`src/rtl/icr_pkg.sv`:
```
// Shared types, register offsets and identification tables for the interrupt controller registers.
`timescale 1ns / 1ps

package icr_pkg;

	// Operation codes carried by each request word
	typedef enum logic [1:0] {
		OP_READ   = 2'd0,
		OP_WRITE  = 2'd1,
		OP_SAMPLE = 2'd2,
		OP_QUERY  = 2'd3
	} op_t;

	localparam int unsigned NumSourcesMax = 32;
	localparam int unsigned DataW         = 32;
	localparam int unsigned AddrW         = 12;
	localparam int unsigned IndexW        = 6;

	// Word offsets (byte address bits 11:2)
	typedef logic [AddrW-3:0] word_addr_t;

	localparam word_addr_t WaIrqStatus = 10'h000;
	localparam word_addr_t WaFiqStatus = 10'h001;
	localparam word_addr_t WaRaw       = 10'h002;
	localparam word_addr_t WaSelect    = 10'h003;
	localparam word_addr_t WaEnable    = 10'h004;
	localparam word_addr_t WaEnClear   = 10'h005;
	localparam word_addr_t WaSoft      = 10'h006;
	localparam word_addr_t WaSoftClear = 10'h007;
	localparam word_addr_t WaProtect   = 10'h008;

	// Upper byte-address nibbles 11:4 of the identification blocks
	localparam logic [7:0] PeriphIdBlock = 8'hFE;
	localparam logic [7:0] CellIdBlock   = 8'hFF;

	localparam logic signed [IndexW-1:0] NoneIndex = 6'sh3F;

	// Peripheral identification bytes, one per word
	function automatic logic [7:0] periph_id_byte(input logic [1:0] idx);
		logic [7:0] b;
		case (idx)
			2'd0: b = 8'h90;
			2'd1: b = 8'h11;
			2'd2: b = 8'h04;
			2'd3: b = 8'h00;
			default: b = 8'h00;
		endcase
		return b;
	endfunction

	// Cell identification bytes, one per word
	function automatic logic [7:0] cell_id_byte(input logic [1:0] idx);
		logic [7:0] b;
		case (idx)
			2'd0: b = 8'h0D;
			2'd1: b = 8'hF0;
			2'd2: b = 8'h05;
			2'd3: b = 8'hB1;
			default: b = 8'h00;
		endcase
		return b;
	endfunction

endpackage

```
`src/rtl/icr_if.sv`:
```
// Request and response channel interfaces of the interrupt controller registers.
`timescale 1ns / 1ps

interface icr_req_if
	import icr_pkg::*;
();
	logic                     valid;
	logic                     ready;
	op_t                      operation;
	logic [AddrW-1:0]         address;
	logic [DataW-1:0]         write_data;
	logic [DataW-1:0]         source_lines;
	logic signed [IndexW-1:0] last_index;

	modport source (output valid, operation, address, write_data, source_lines, last_index,
		input ready);
	modport sink (input valid, operation, address, write_data, source_lines, last_index,
		output ready);
endinterface

interface icr_rsp_if
	import icr_pkg::*;
();
	logic                     valid;
	logic                     ready;
	logic [DataW-1:0]         read_data;
	logic                     irq_out;
	logic                     fiq_out;
	logic signed [IndexW-1:0] next_irq;

	modport source (output valid, read_data, irq_out, fiq_out, next_irq, input ready);
	modport sink (input valid, read_data, irq_out, fiq_out, next_irq, output ready);
endinterface

```
`src/rtl/interrupt_controller_registers.sv`:
```
// Top level: register file, status logic and next-pending search of the interrupt controller.
`timescale 1ns / 1ps

// Usage
//   req: one word per operation (bus read, bus write, sample of the source lines,
//        or a query for the lowest IRQ-pending source above last_index).
//   rsp: one word per request, in order: read_data, irq_out and fiq_out after the
//        operation, and next_irq (-1 when nothing is found or for other operations).
// Timing
//   A request word lands in the input register, is worked in one pass of masks and a
//   32-bit priority encoder, and sits in the output register until taken. One word per
//   cycle is sustained while rsp.ready stays high; the state registers are written in
//   the cycle a word moves from the input register to the output register.
// Reset
//   arst_n clears raw lines, soft pending, enable, select and protection, and empties
//   both registers. No clearing pass is needed.
// Stall
//   With rsp.ready low the output register holds; one more word is taken into the
//   input register, then req.ready drops until the response is taken.
module interrupt_controller_registers
	import icr_pkg::*;
#(
	parameter int unsigned NUM_SOURCES = NumSourcesMax
) (
	input  logic          clk,
	input  logic          arst_n,
	icr_req_if.sink       req,
	icr_rsp_if.source     rsp
);

	localparam logic [DataW-1:0] SrcMask = (NUM_SOURCES >= DataW) ? {DataW{1'b1}} :
		DataW'((64'd1 << NUM_SOURCES) - 64'd1);

	// Input register
	logic                     valid_s1;
	op_t                      op_s1;
	word_addr_t               waddr_s1;
	logic [DataW-1:0]         wdata_s1;
	logic [DataW-1:0]         lines_s1;
	logic signed [IndexW-1:0] last_s1;

	// Output register
	logic                     valid_s2;
	logic [DataW-1:0]         rdata_s2;
	logic                     irq_s2;
	logic                     fiq_s2;
	logic signed [IndexW-1:0] next_s2;

	// Controller state
	logic [DataW-1:0] raw_lines_q;
	logic [DataW-1:0] soft_q;
	logic [DataW-1:0] enable_q;
	logic [DataW-1:0] select_q;
	logic             protect_q;

	logic advance_s2;
	logic advance_s1;

	assign advance_s2 = !valid_s2 || rsp.ready;
	assign advance_s1 = valid_s1 && advance_s2;
	assign req.ready  = !valid_s1 || advance_s2;

	// Capture the request word
	always_ff @(posedge clk or negedge arst_n) begin
		if (!arst_n) begin
			valid_s1 <= 1'b0;
		end else if (req.ready) begin
			valid_s1 <= req.valid;
		end
	end

	always_ff @(posedge clk) begin
		if (req.ready && req.valid) begin
			op_s1    <= req.operation;
			waddr_s1 <= req.address[AddrW-1:2];
			wdata_s1 <= req.write_data;
			lines_s1 <= req.source_lines;
			last_s1  <= req.last_index;
		end
	end

	// Current status
	logic [DataW-1:0] raw_cur, irq_cur, fiq_cur;

	assign raw_cur = (raw_lines_q | soft_q) & SrcMask;
	assign irq_cur = raw_cur & enable_q & ~select_q;
	assign fiq_cur = raw_cur & enable_q & select_q;

	// Bus read mux
	logic [DataW-1:0] rdata_c;

	always_comb begin
		rdata_c = '0;
		case (waddr_s1)
			WaIrqStatus: rdata_c = irq_cur;
			WaFiqStatus: rdata_c = fiq_cur;
			WaRaw:       rdata_c = raw_cur;
			WaSelect:    rdata_c = select_q;
			WaEnable:    rdata_c = enable_q;
			WaSoft:      rdata_c = soft_q;
			WaProtect:   rdata_c = {{(DataW-1){1'b0}}, protect_q};
			default: begin
				if (waddr_s1[AddrW-3:2] == PeriphIdBlock)
					rdata_c = {{(DataW-8){1'b0}}, periph_id_byte(waddr_s1[1:0])};
				else if (waddr_s1[AddrW-3:2] == CellIdBlock)
					rdata_c = {{(DataW-8){1'b0}}, cell_id_byte(waddr_s1[1:0])};
			end
		endcase
		if (op_s1 != OP_READ)
			rdata_c = '0;
	end

	// Next state of the registers
	logic [DataW-1:0] wmask_c;
	logic [DataW-1:0] raw_lines_d, soft_d, enable_d, select_d;
	logic             protect_d;

	assign wmask_c = wdata_s1 & SrcMask;

	always_comb begin
		raw_lines_d = raw_lines_q;
		soft_d      = soft_q;
		enable_d    = enable_q;
		select_d    = select_q;
		protect_d   = protect_q;
		case (op_s1)
			OP_WRITE: begin
				case (waddr_s1)
					WaSelect:    select_d  = wmask_c;
					WaEnable:    enable_d  = enable_q | wmask_c;
					WaEnClear:   enable_d  = enable_q & ~wmask_c;
					WaSoft:      soft_d    = soft_q | wmask_c;
					WaSoftClear: soft_d    = soft_q & ~wmask_c;
					WaProtect:   protect_d = wdata_s1[0];
					default: ;
				endcase
			end
			OP_SAMPLE: raw_lines_d = lines_s1 & SrcMask;
			default: ;
		endcase
	end

	// Status after the operation
	logic [DataW-1:0] raw_nxt, irq_nxt, fiq_nxt;

	assign raw_nxt = (raw_lines_d | soft_d) & SrcMask;
	assign irq_nxt = raw_nxt & enable_d & ~select_d;
	assign fiq_nxt = raw_nxt & enable_d & select_d;

	// Find the lowest IRQ-pending source above last_index
	logic [DataW-1:0]         above_c;
	logic [DataW-1:0]         cand_c;
	logic signed [IndexW-1:0] next_c;

	always_comb begin
		for (int i = 0; i < DataW; i++)
			above_c[i] = $signed({1'b0, IndexW'(i)}) > $signed({last_s1[IndexW-1], last_s1});
		cand_c = irq_cur & above_c;
		next_c = NoneIndex;
		for (int i = DataW - 1; i >= 0; i--)
			if (cand_c[i])
				next_c = IndexW'(i);
		if (op_s1 != OP_QUERY)
			next_c = NoneIndex;
	end

	// Update state as the word moves to the output register
	always_ff @(posedge clk or negedge arst_n) begin
		if (!arst_n) begin
			raw_lines_q <= '0;
			soft_q      <= '0;
			enable_q    <= '0;
			select_q    <= '0;
			protect_q   <= 1'b0;
		end else if (advance_s1) begin
			raw_lines_q <= raw_lines_d;
			soft_q      <= soft_d;
			enable_q    <= enable_d;
			select_q    <= select_d;
			protect_q   <= protect_d;
		end
	end

	// Hold the response until taken
	always_ff @(posedge clk or negedge arst_n) begin
		if (!arst_n) begin
			valid_s2 <= 1'b0;
		end else if (advance_s2) begin
			valid_s2 <= valid_s1;
		end
	end

	always_ff @(posedge clk) begin
		if (advance_s1) begin
			rdata_s2 <= rdata_c;
			irq_s2   <= |irq_nxt;
			fiq_s2   <= |fiq_nxt;
			next_s2  <= next_c;
		end
	end

	assign rsp.valid     = valid_s2;
	assign rsp.read_data = rdata_s2;
	assign rsp.irq_out   = irq_s2;
	assign rsp.fiq_out   = fiq_s2;
	assign rsp.next_irq  = next_s2;

	// Pending flags shown match the held state
	a_flags_match_state: assert property (@(posedge clk) disable iff (!arst_n)
		valid_s2 |-> (irq_s2 == (|irq_cur)) && (fiq_s2 == (|fiq_cur)))
		else $error("pending flags disagree with register state");

	// Absent sources stay clear
	a_absent_sources_clear: assert property (@(posedge clk) disable iff (!arst_n)
		((raw_lines_q | soft_q | enable_q | select_q) & ~SrcMask) == '0)
		else $error("bit set above the last source");

	// Request stalls only with both registers full and the output stalled
	a_stall_cause: assert property (@(posedge clk) disable iff (!arst_n)
		!req.ready |-> valid_s1 && valid_s2 && !rsp.ready)
		else $error("request stalled without cause");

	// A found index is a query result, not a read
	a_found_not_read: assert property (@(posedge clk) disable iff (!arst_n)
		valid_s1 && next_c != NoneIndex |-> rdata_c == '0 && op_s1 == OP_QUERY)
		else $error("index found outside a query");

	// A found index points at a pending IRQ source
	a_found_is_pending: assert property (@(posedge clk) disable iff (!arst_n)
		valid_s1 && next_c != NoneIndex |-> !next_c[IndexW-1] && irq_cur[next_c[IndexW-2:0]])
		else $error("found index is not pending");

endmodule

```
`src/flat_wrapper.sv`:
```
// flat-port wrapper written by rule: the top's interface ports become plain ports
module interrupt_controller_registers_flat import icr_pkg::*;
#(
	parameter int unsigned NUM_SOURCES = NumSourcesMax
)
  (clk, arst_n, req_valid, req_operation, req_address, req_write_data, req_source_lines, req_last_index, req_ready, rsp_valid, rsp_read_data, rsp_irq_out, rsp_fiq_out, rsp_next_irq, rsp_ready);
  icr_req_if req_i ();
  icr_rsp_if rsp_i ();
  input  logic clk;
  input  logic arst_n;
  input wire logic [$bits(req_i.valid)-1:0] req_valid;
  input wire logic [$bits(req_i.operation)-1:0] req_operation;
  input wire logic [$bits(req_i.address)-1:0] req_address;
  input wire logic [$bits(req_i.write_data)-1:0] req_write_data;
  input wire logic [$bits(req_i.source_lines)-1:0] req_source_lines;
  input wire logic [$bits(req_i.last_index)-1:0] req_last_index;
  output wire logic [$bits(req_i.ready)-1:0] req_ready;
  output wire logic [$bits(rsp_i.valid)-1:0] rsp_valid;
  output wire logic [$bits(rsp_i.read_data)-1:0] rsp_read_data;
  output wire logic [$bits(rsp_i.irq_out)-1:0] rsp_irq_out;
  output wire logic [$bits(rsp_i.fiq_out)-1:0] rsp_fiq_out;
  output wire logic [$bits(rsp_i.next_irq)-1:0] rsp_next_irq;
  input wire logic [$bits(rsp_i.ready)-1:0] rsp_ready;
  assign req_i.valid = req_valid;
  assign req_i.operation = req_operation;
  assign req_i.address = req_address;
  assign req_i.write_data = req_write_data;
  assign req_i.source_lines = req_source_lines;
  assign req_i.last_index = req_last_index;
  assign req_ready = req_i.ready;
  assign rsp_valid = rsp_i.valid;
  assign rsp_read_data = rsp_i.read_data;
  assign rsp_irq_out = rsp_i.irq_out;
  assign rsp_fiq_out = rsp_i.fiq_out;
  assign rsp_next_irq = rsp_i.next_irq;
  assign rsp_i.ready = rsp_ready;
  interrupt_controller_registers #(.NUM_SOURCES(NUM_SOURCES)) u_core (.clk(clk), .arst_n(arst_n), .req(req_i), .rsp(rsp_i));
endmodule
```
`config.mk`:
```
export PLATFORM = sky130hd
export DESIGN_NAME = interrupt_controller_registers_flat
export DESIGN_NICKNAME = d
export VERILOG_FILES = /design/src/rtl/icr_pkg.sv /design/src/rtl/icr_if.sv /design/src/rtl/interrupt_controller_registers.sv /design/src/flat_wrapper.sv
export SDC_FILE = /design/constraint.sdc
export NUM_CORES = 1
export LEC_CHECK = 0
export BUFFER_PORTS_ARGS = -buffer_cell sky130_fd_sc_hd__buf_2
export CAP_MARGIN = 10
export CORE_UTILIZATION = 45
export CTS_BUF_LIST = sky130_fd_sc_hd__clkbuf_4 sky130_fd_sc_hd__clkbuf_8
export DETAILED_ROUTE_END_ITERATION = 10
export SYNTH_ARGS = -nofsm -noshare
export SYNTH_HDL_FRONTEND = slang
export SYNTH_SLANG_ARGS = --single-unit
```
`constraint.sdc`:
```
create_clock -name clk -period 3.6 [get_ports clk]
set_input_delay 1.08 -clock clk [delete_from_list [all_inputs] [get_ports clk]]
set_output_delay 1.08 -clock clk [all_outputs]
set_load 0.01 [all_outputs]
```
Yosys cells after proc, flatten, opt, wreduce, memory -nomap -nowiden:

Index checks and enable logic that the tools add are counted.

* bitwise logic cells: 16
* equal/unequal tests: 16
* mux-type cells: 44
* reductions and logical operators: 12
* order comparisons: 32

Operators by type and width (count)
* 32-bit bitwise AND: 9
* 32-bit one-hot mux with 7 select lines: 1
* 32-bit two-way mux: 6
* 6-bit two-way mux: 32
* 32-bit OR: 4
* 32-bit one-hot mux with 2 select lines: 2
* 6-bit > comparator, first input constant: 16
* 32-bit NOT: 3
* 8-bit one-hot mux with 4 select lines: 2
* 32-bit OR reduction: 2
* 5-bit by 6-bit > comparator with 1-bit output, first input constant: 8
* 10-bit by 3-bit == test with 1-bit output, second input constant: 4
* 4-bit by 6-bit > comparator with 1-bit output, first input constant: 4
* 10-bit by 2-bit == test with 1-bit output, second input constant: 2
* 8-bit == test, second input constant: 2
* 3-bit by 6-bit > comparator with 1-bit output, first input constant: 2
* 10-bit by 1-bit == test with 1-bit output, second input constant: 1
* 10-bit by 4-bit == test with 1-bit output, second input constant: 1
* 10-bit logical NOT: 1
* 8-bit two-way mux: 1
* 2-bit == test, second input constant: 3
* 1-bit by 6-bit > comparator with 1-bit output, first input constant: 1
* 2-bit by 6-bit > comparator with 1-bit output, first input constant: 1
* 2-bit by 1-bit == test with 1-bit output, second input constant: 2
* other kinds (7): 10

* output and inout bits: 42
* register bits: 253
* word-level logic and storage cells: 136

Logic depth before layout (Yosys ltp):

Gate-level depths: netlist (run 1).

* depth after elaboration: 36
* gate-level depth with buffers: 10

Worst setup path before layout (run 1):

OpenSTA, ideal clock, no wires.

* path type: input to register
* from: input rsp_ready
* to: register u_core.last_s1[0], enable pin
* arrival: 3.208 ns
* path buffers: 0
* library setup time: 0.450 ns
* slack: -0.057 ns
* stages on the path: 2
* cell sequence: nand3b_1 and2_1

* word-level cells in the longest chain between the ends: 3

Ends and longest elaborated chain
* from (decl): RTL line flat_wrapper.sv:23 `input wire logic [$bits(rsp_i.ready)-1:0] rsp_ready;`
* 1-bit logical OR: RTL line interrupt_controller_registers.sv:59 `assign advance_s2 = !valid_s2 || rsp.ready;`
* 1-bit logical OR: RTL line interrupt_controller_registers.sv:61 `assign req.ready = !valid_s1 || advance_s2;`
* 1-bit logical AND: RTL line interrupt_controller_registers.sv:73 `if (req.ready && req.valid) begin`
* to (signal assigned): RTL line interrupt_controller_registers.sv:78 `last_s1 <= req.last_index;`
* to (decl): RTL line interrupt_controller_registers.sv:40 `logic signed [IndexW-1:0] last_s1;`

Every way passes these cells.
A chain may end at the register's enable or synchronous reset.

Worst setup path after layout (run 1):

* from: register u_core.waddr_s1[3]
* to: register u_core.fiq_s2, in the netlist u_core.rsp.fiq_out, data pin

* word-level cells in the longest chain between the ends: 7
* elaborated cells between the ends (all ways): 15
* those cells by class: eq/ne (5); mux (6); bitwise (3); reduce/logical (1)

Ends and longest elaborated chain
* from (decl): RTL line interrupt_controller_registers.sv:37 `word_addr_t waddr_s1;`
* from (signal assigned): RTL line interrupt_controller_registers.sv:75 `waddr_s1 <= req.address[AddrW-1:2];`
* 10-bit by 3-bit == test with 1-bit output: RTL line interrupt_controller_registers.sv:128 `case (waddr_s1)`
* 32-bit one-hot mux with 2 select lines: RTL line interrupt_controller_registers.sv:128
* 32-bit two-way mux: RTL line interrupt_controller_registers.sv:126 `case (op_s1)`
* 32-bit OR: RTL line interrupt_controller_registers.sv:146 `assign raw_nxt = (raw_lines_d | soft_d) & SrcMask;`
* 32-bit bitwise AND: RTL line interrupt_controller_registers.sv:148 `assign fiq_nxt = raw_nxt & enable_d & select_d;`
* 32-bit bitwise AND *: RTL line interrupt_controller_registers.sv:148
* 32-bit OR reduction *: RTL line interrupt_controller_registers.sv:197 `fiq_s2 <= |fiq_nxt;`
* to (signal assigned): RTL line interrupt_controller_registers.sv:197
* to (decl): RTL line interrupt_controller_registers.sv:46 `logic fiq_s2;`

Mark *: on every way between the ends. The rest lies on a longest branch, timed or not.

==> metrics, run 1 <==
status=finished, violations left; violated checks=design-rule violations; Initial DRC Count=1734; crit-path max FO=33; Final Routed Wirelength=49200 um; DRT antenna net count=0; I/O pins=130; placeable core area=~31000 um^2; count of inserted antenna diode cells=0; number of synthesized register bits=approximately 250; die height=180 um; total number of nets in the final design=between 1500 and 2000; total track usage=0.304; Slowest cell on crit path=sky130_fd_sc_hd__edfxtp_1; leak pwr=6.33 nW; fraction of synthesis flops using an asynchronous set or reset pin=0.518; delay-heaviest family, CP=simple AND/OR/NAND/NOR gates; mean number of vias per cell=around 6.6; final setup TNS=0 ps; CTS sink cnt=between 200 and 300; routability cong.=0.996; clock slew seen by the registers of the worst setup and hold paths=about 60 ps; startpoint class of the critical path=flop; die area=32300 um^2; share of final-layout standard cells stronger than drive strength 1=0.251; final count of hold timing violations=0; CTS tree=done; Worst Skew=between 20 and 30 ps; Initial Util=0.460; total power density per cell area=433 nW/um^2; area grow syn2layout=15.5%; critical-path cell list=nand3b_1 -> buf_4 -> or4_4 -> o211ai_1 -> o211ai_1 -> o22ai_1 -> nor4_1 -> nand4_1; overall power consumption=between 7 and 8 mW; quantity of gates resized following cts=0; clock network latency to the later pin of the worst-skew pair=roughly 590 ps; remaining global-route overflow=0; r2r setup slk=around 210 ps; count of buffering cells on the critical path with inverters included=1; max-cap violations=0; number of global-route vias before repair=between 10000 and 15000; hold crit path type=input port to asynchronous set/reset pin; count of non-filler cells in the finished layout=1939; fin crit period=roughly 3400 ps; post-synth cell types=70; Mapped Area=between 10000 and 15000 um^2; worst reg2reg endpoint=u_core.rsp.fiq_out; per-instance average area after synthesis=10.3 um^2; warnings from Yosys=0; first drt pass iteration count=9; pin count of the biggest net entering global routing=between 70 and 80; initial antenna violation count=0; reg2reg start=u_core.waddr_s1[3]; CTS Buf Count=between 40 and 50; FMAX=295 MHz; hold buffer count at CTS=0; Register-to-Register Path Depth=8; final setup violation count=0; routed vias=12800; global-route wire length before repair=74300 um; Main synth FF type=sky130_fd_sc_hd__dfrtp_1; transition at the pin with the smallest max-transition slack=911 ps; share of the clock period used by the worst path=0.941; Std-Cell Rows=64; maximum number of buffers from clock root to sink=3; die outline width=between 150 and 200 um; CP Data Arrival Time=approximately 3600 ps; detailed placement HPWL=between 30000 and 40000 um; kind of critical path=flop to flop; number of flops mapped to enable cells by yosys=~120; Mapped Nets=1466; part of the Yosys area used for sequential elements=0.489; Syn Inst Count=1378; fill count=between 2000 and 3000; DRC errors left=10; Slew headroom=0.393; number of post-CTS setup repair buffers=0; maximum VDD drop=~0.00036 V; RSZ-0062 raised after global routing=no; average wire length per cell after detail routing=approximately 25 um; IO Port Bufs=around 130; peak per-stage delay on the critical path=roughly 600 ps; number of max-slew violations in the final report=0; H-tree levels=2; buffer cell driving the clock tree root=sky130_fd_sc_hd__clkbuf_8; crit path capture type=flop; most common cell type on the critical path=sky130_fd_sc_hd__o211ai_1; total placed cells including tap cells=about 1900; worst path required time=~3800 ps
[power breakdown]
part	total (mW)	internal (mW)	leakage [nW]	switching (mW)
Clock	2.79	1.59	0.482	1.21
Combinational	0.777	0.337	2.95	0.440
Sequential	3.53	3.26	2.90	0.263
Total	7.10	5.19	6.33	1.91
[cells in the mapped netlist, drive strengths merged, types with 4 or more instances]
cell / n / area (um^2)
o21ai: 200 / 1000
dfrtp: 131 / 3280
edfxtp: 122 / 3660
nor2: 115 / 437
mux2: 92 / 1040
clkbuf: 78 / 293
a21oi: 70 / 350
mux2i: 64 / 641
nand2: 48 / 180
nor3: 39 / 195
o31ai: 39 / 293
o22ai: 36 / 225
o211ai: 35 / 293
nand3b: 34 / 259
o41ai: 32 / 280
buf: 28 / 170
nor4: 24 / 150
o221ai: 19 / 173
a211oi: 13 / 97.6
and2: 12 / 75.1
o311ai: 11 / 96.4
inv: 9 / 33.8
nor2b: 9 / 56.3
or2: 9 / 56.3
a31oi: 8 / 50.1
nand3: 8 / 45.0
nand2b: 7 / 43.8
nand4: 7 / 43.8
or3: 7 / 48.8
a221oi: 6 / 52.6
a211o: 5 / 43.8
a21o: 5 / 37.5
a222oi: 5 / 50.1
o21a: 5 / 37.5
and3: 4 / 25.0
or4: 4 / 37.5
[per-stage QoR]
step	area, um^2	setup WS, ps	util	hold slack [ps]
finish	16400	211	0.532	461
floorplan	14200	369	-	449
detailed placement	15500	382	0.501	479
global placement	15500	384	0.501	462
global route	16400	226	0.532	476
CTS	16400	345	0.532	449
[flip-flops by register name, summed over array words and instances (netlist names), 2 cells and up]
register              cells
u_core.raw_lines_q       32
u_core.select_q          32
u_core.op_s1              2
u_core.wdata_s1          32
u_core.soft_q            32
u_core.last_s1            6
u_core.waddr_s1          10
u_core.rsp.next_irq       6
u_core.rsp.read_data     32
u_core.enable_q          32
u_core.lines_s1          32
[per-layer routing]
metal / up-vias / routed length, um / GRT usage
met5: - / 0 / 0
met4: 0 / 1920 / 0.122
met3: 124 / 4470 / 0.0502
met2: 734 / 21200 / 0.450
met1: 6281 / 21600 / 0.442
li1: 5678 / - / -
[layout by cell type, fill, tap and decap left out, types with 10 or more instances in the layout]
| cell type | n |
|---|---|
| sky130_fd_sc_hd__o21ai_0 | 200 |
| sky130_fd_sc_hd__dfrtp_1 | 131 |
| sky130_fd_sc_hd__buf_2 | 126 |
| sky130_fd_sc_hd__edfxtp_1 | 122 |
| sky130_fd_sc_hd__nor2_1 | 112 |
| sky130_fd_sc_hd__mux2_2 | 92 |
| sky130_fd_sc_hd__a21oi_1 | 70 |
| sky130_fd_sc_hd__mux2i_1 | 64 |
| sky130_fd_sc_hd__buf_4 | 54 |
| sky130_fd_sc_hd__nand2_1 | 48 |
| sky130_fd_sc_hd__clkbuf_8 | 46 |
| sky130_fd_sc_hd__nor3_1 | 39 |
| sky130_fd_sc_hd__o31ai_1 | 39 |
| sky130_fd_sc_hd__o22ai_1 | 36 |
| sky130_fd_sc_hd__nand3b_1 | 33 |
| sky130_fd_sc_hd__o41ai_1 | 32 |
| sky130_fd_sc_hd__o211ai_1 | 29 |
| sky130_fd_sc_hd__nor4_1 | 23 |
| sky130_fd_sc_hd__o221ai_1 | 18 |
| sky130_fd_sc_hd__clkbuf_4 | 18 |
| sky130_fd_sc_hd__a211oi_1 | 13 |
| sky130_fd_sc_hd__and2_1 | 10 |
[worst reg2reg max path: stages (launching register included)]
cell	delay, ps
sky130_fd_sc_hd__edfxtp_1	600
sky130_fd_sc_hd__nand3b_1	170
sky130_fd_sc_hd__buf_4	440
sky130_fd_sc_hd__or4_4	540
sky130_fd_sc_hd__o211ai_1	180
sky130_fd_sc_hd__o211ai_1	260
sky130_fd_sc_hd__o22ai_1	170
sky130_fd_sc_hd__nor4_1	410
sky130_fd_sc_hd__nand4_1	280
[final cells by class]
cell class | count | area, um^2 | share of cell area
clock buffer | 64 | 768 | 0.0469
clock inverter | 18 | 161 | 0.00985
multi-input combinational | 1010 | 6780 | 0.414
inverter | 9 | 33.8 | 0.00206
timing repair buffer | 189 | 1210 | 0.0737
sequential | 253 | 6940 | 0.424
tap | 396 | 495 | 0.0302
[cells by family (layout without fill, tap and decap cells)]
| kind of cell | count (synthesis) | count (layout) | share of synthesized area |
|---|---|---|---|
| AOI/OAI and AO/OA | 515 | 515 | 0.234 |
| and+or+nand+nor | 338 | 338 | 0.123 |
| DFF | 253 | 253 | 0.489 |
| muxes | 156 | 156 | 0.118 |
| buffers and inverters | 115 | 280 | 0.0350 |
| xor gates and xnor gates | 1 | 1 | 0.000617 |
[worst max-delay path by stage]
| stage | start | slack (ps) | cells after the start | end |
|---|---|---|---|---|
| 2_1_floorplan | rsp_ready | 370 | 4 | u_core.rsp.fiq_out |
| 3_3_place_gp | u_core.waddr_s1[3] | 380 | 8 | u_core.rsp.fiq_out |
| 3_5_place_dp | u_core.waddr_s1[3] | 380 | 8 | u_core.rsp.fiq_out |
| 4_1_cts | u_core.waddr_s1[3] | 350 | 8 | u_core.rsp.fiq_out |
| 5_1_grt | u_core.waddr_s1[3] | 230 | 8 | u_core.rsp.fiq_out |
| 6_report | u_core.waddr_s1[3] | 210 | 8 | u_core.rsp.fiq_out |
Power figures use the tool's default switching activity.
==> inputs of run 2 (changes only) <==
==> constraint.sdc (replaced) <==
create_clock -name clk -period 3.7 [get_ports clk]
set_input_delay 1.11 -clock clk [delete_from_list [all_inputs] [get_ports clk]]
set_output_delay 1.11 -clock clk [all_outputs]
set_load 0.01 [all_outputs]
==> metrics, run 2 (synthesis gave the netlist of run 1 again) <==
buffer cell driving the clock tree root=sky130_fd_sc_hd__clkbuf_8; final count of hold timing violations=0 (unchanged); placeable core area=30800 um^2 (unchanged); Std-Cell Rows=64 (unchanged); critical-path cell list=or3b_2 -> buf_4 -> nor4_1 -> nand2_1 -> o211ai_1 -> o22ai_1 -> nor4_1 -> nand4_1; crit-path max FO=15 (-55%); total power density per cell area=428 nW/um^2 (-1.2%); most common cell type on the critical path=sky130_fd_sc_hd__nor4_1; mean number of vias per cell=6.51 (-1.5%); total placed cells including tap cells=1867 (+0.54%); transition at the pin with the smallest max-transition slack=1040 ps (+125 ps); Worst Skew=18.0 ps (-12.0 ps); final setup TNS=0 ps (unchanged); CP Data Arrival Time=3660 ps (+40 ps); standard cell area after detailed placement=15500 um^2 (+0.57%); detailed placement HPWL=34000 um (+1.2%); routed vias=12700 (-0.87%); delay-heaviest family, CP=simple AND/OR/NAND/NOR gates; Slew headroom=0.308 (-0.0848); startpoint class of the critical path=flop; worst path setup slack after routing=265 ps (+54.4 ps); number of global-route vias before repair=11900 (-0.73%); count of buffering cells on the critical path with inverters included=1 (unchanged); count of inserted antenna diode cells=0 (unchanged); maximum VDD drop=0.000397 V (+11%); violated checks=design-rule violations; share of final-layout standard cells stronger than drive strength 1=0.259 (+0.00706); Initial Util=0.460 (unchanged); die area=32300 um^2 (unchanged); share of the clock period used by the worst path=0.928 (-0.0131); DRT antenna net count=0 (unchanged); leak pwr=6.42 nW (+1.4%); Initial DRC Count=1534 (-12%); average wire length per cell after detail routing=25.3 um (-0.19%); remaining global-route overflow=0 (unchanged); number of post-CTS setup repair buffers=0 (unchanged); number of max-slew violations in the final report=0 (unchanged); fin crit period=3430 ps (+45.6 ps); routability cong.=0.976 (-2.0%); hold buffer count at CTS=0 (unchanged); CTS sink cnt=253 (unchanged); DRC errors left=6 (-4); area grow syn2layout=16.7%; final-layout worst hold slack=471 ps (+9.92 ps); die outline width=180 um (unchanged); clock slew seen by the registers of the worst setup and hold paths=60 ps (about the same); most used cells in the layout excluding fill and tap cells=sky130_fd_sc_hd__o21ai_0 (200), sky130_fd_sc_hd__dfrtp_1 (131), sky130_fd_sc_hd__buf_2 (126); IO Port Bufs=127 (unchanged); I/O pins=130 (unchanged); max-cap violations=0 (unchanged); clock network latency to the later pin of the worst-skew pair=580 ps (about the same); die height=180 um (unchanged); Final Routed Wirelength=49400 um (+0.43%); FMAX=291 MHz (-1.3%); Slowest cell on crit path=sky130_fd_sc_hd__or3b_2; total track usage=0.305 (+0.00101); crit path capture type=flop; peak per-stage delay on the critical path=680 ps (+80 ps); quantity of gates resized following cts=0 (unchanged); Setup Slack @ Placement=439 ps (+56.9 ps); global-route wire length before repair=74600 um (+0.48%); CTS Buf Count=45 (+2.3%); final setup violation count=0 (unchanged); CTS tree=done; maximum number of buffers from clock root to sink=3 (unchanged); status=finished, violations left; H-tree levels=2 (unchanged); first drt pass iteration count=11 (+2); count of non-filler cells in the finished layout=1951 (+0.62%); total number of nets in the final design=1606 (+0.69%); area of all placed cells without fillers=16600 um^2 (+1.0%); kind of critical path=flop to flop; most frequent standard cell in the layout excluding fill and tap cells=sky130_fd_sc_hd__o21ai_0; RSZ-0062 raised after global routing=no; hold crit path type=flop to flop; worst path required time=3930 ps (+100 ps); initial antenna violation count=2 (+2); pin count of the biggest net entering global routing=65 (-9.7%)
run 2: cell types whose count changed in the layout (fill, tap and decap cells not counted):
cell and change:
sky130_fd_sc_hd__a2111oi_0 -1, sky130_fd_sc_hd__a2111oi_1 +1, sky130_fd_sc_hd__clkbuf_8 +9, sky130_fd_sc_hd__clkinv_1 -2, sky130_fd_sc_hd__buf_12 +1, sky130_fd_sc_hd__clkbuf_4 -4
sky130_fd_sc_hd__buf_4 +9, sky130_fd_sc_hd__clkinvlp_4 -1
run 2: per-stage QoR:
stage | utilization | power (mW)
3_5_place_dp | 0.504 | 4.23
3_3_place_gp | 0.504 | 4.21
2_1_floorplan | - | 3.87
4_1_cts | 0.537 | 7.13
6_report | 0.537 | 7.08
5_1_grt | 0.537 | 7.36
run 2: worst reg2reg max path: stages (launching register included):
cell and delay, ps:
sky130_fd_sc_hd__edfxtp_1 620, sky130_fd_sc_hd__or3b_2 680, sky130_fd_sc_hd__buf_4 270, sky130_fd_sc_hd__nor4_1 340
sky130_fd_sc_hd__nand2_1 100, sky130_fd_sc_hd__o211ai_1 240, sky130_fd_sc_hd__o22ai_1 190, sky130_fd_sc_hd__nor4_1 360
sky130_fd_sc_hd__nand4_1 300
run 2: cell type report:
| cell class | count | area (um^2) |
|---|---|---|
| fillers | 2782 | 14300 |
| inverters | 9 | 33.8 |
| flip-flops and latches | 253 | 6940 |
| clock buffers | 69 | 862 |
| repair buffers | 199 | 1290 |
| clock inverters | 15 | 146 |
| well taps | 396 | 495 |
| multi-input cells | 1010 | 6780 |
run 2: per-layer routing:
metal | vias up | wire length (um) | track usage
met3 | 110 | 4810 | 0.0590
met1 | 6104 | 21900 | 0.445
li1 | 5699 | - | -
met4 | 0 | 1360 | 0.106
met2 | 793 | 21300 | 0.450
met5 | - | 0 | 0
run 2: final timing paths:
path,from,to,slack (ps),cells past startpoint
worst max-delay path,u_core.waddr_s1[1],u_core.rsp.fiq_out,270,8
worst max register to register,u_core.waddr_s1[1],u_core.rsp.fiq_out,270,8
worst min-delay path,u_core.valid_s1,u_core.rsp.valid,470,1
max in group asynchronous,arst_n,u_core.raw_lines_q[1],2350,2
worst min register to register,u_core.valid_s1,u_core.rsp.valid,470,1
min in group asynchronous,arst_n,u_core.valid_s1,540,1
run 2: report_power, final:
group	internal, mW	switching [mW]
combinational	0.332	0.445
sequential	3.18	0.247
clock	1.69	1.19
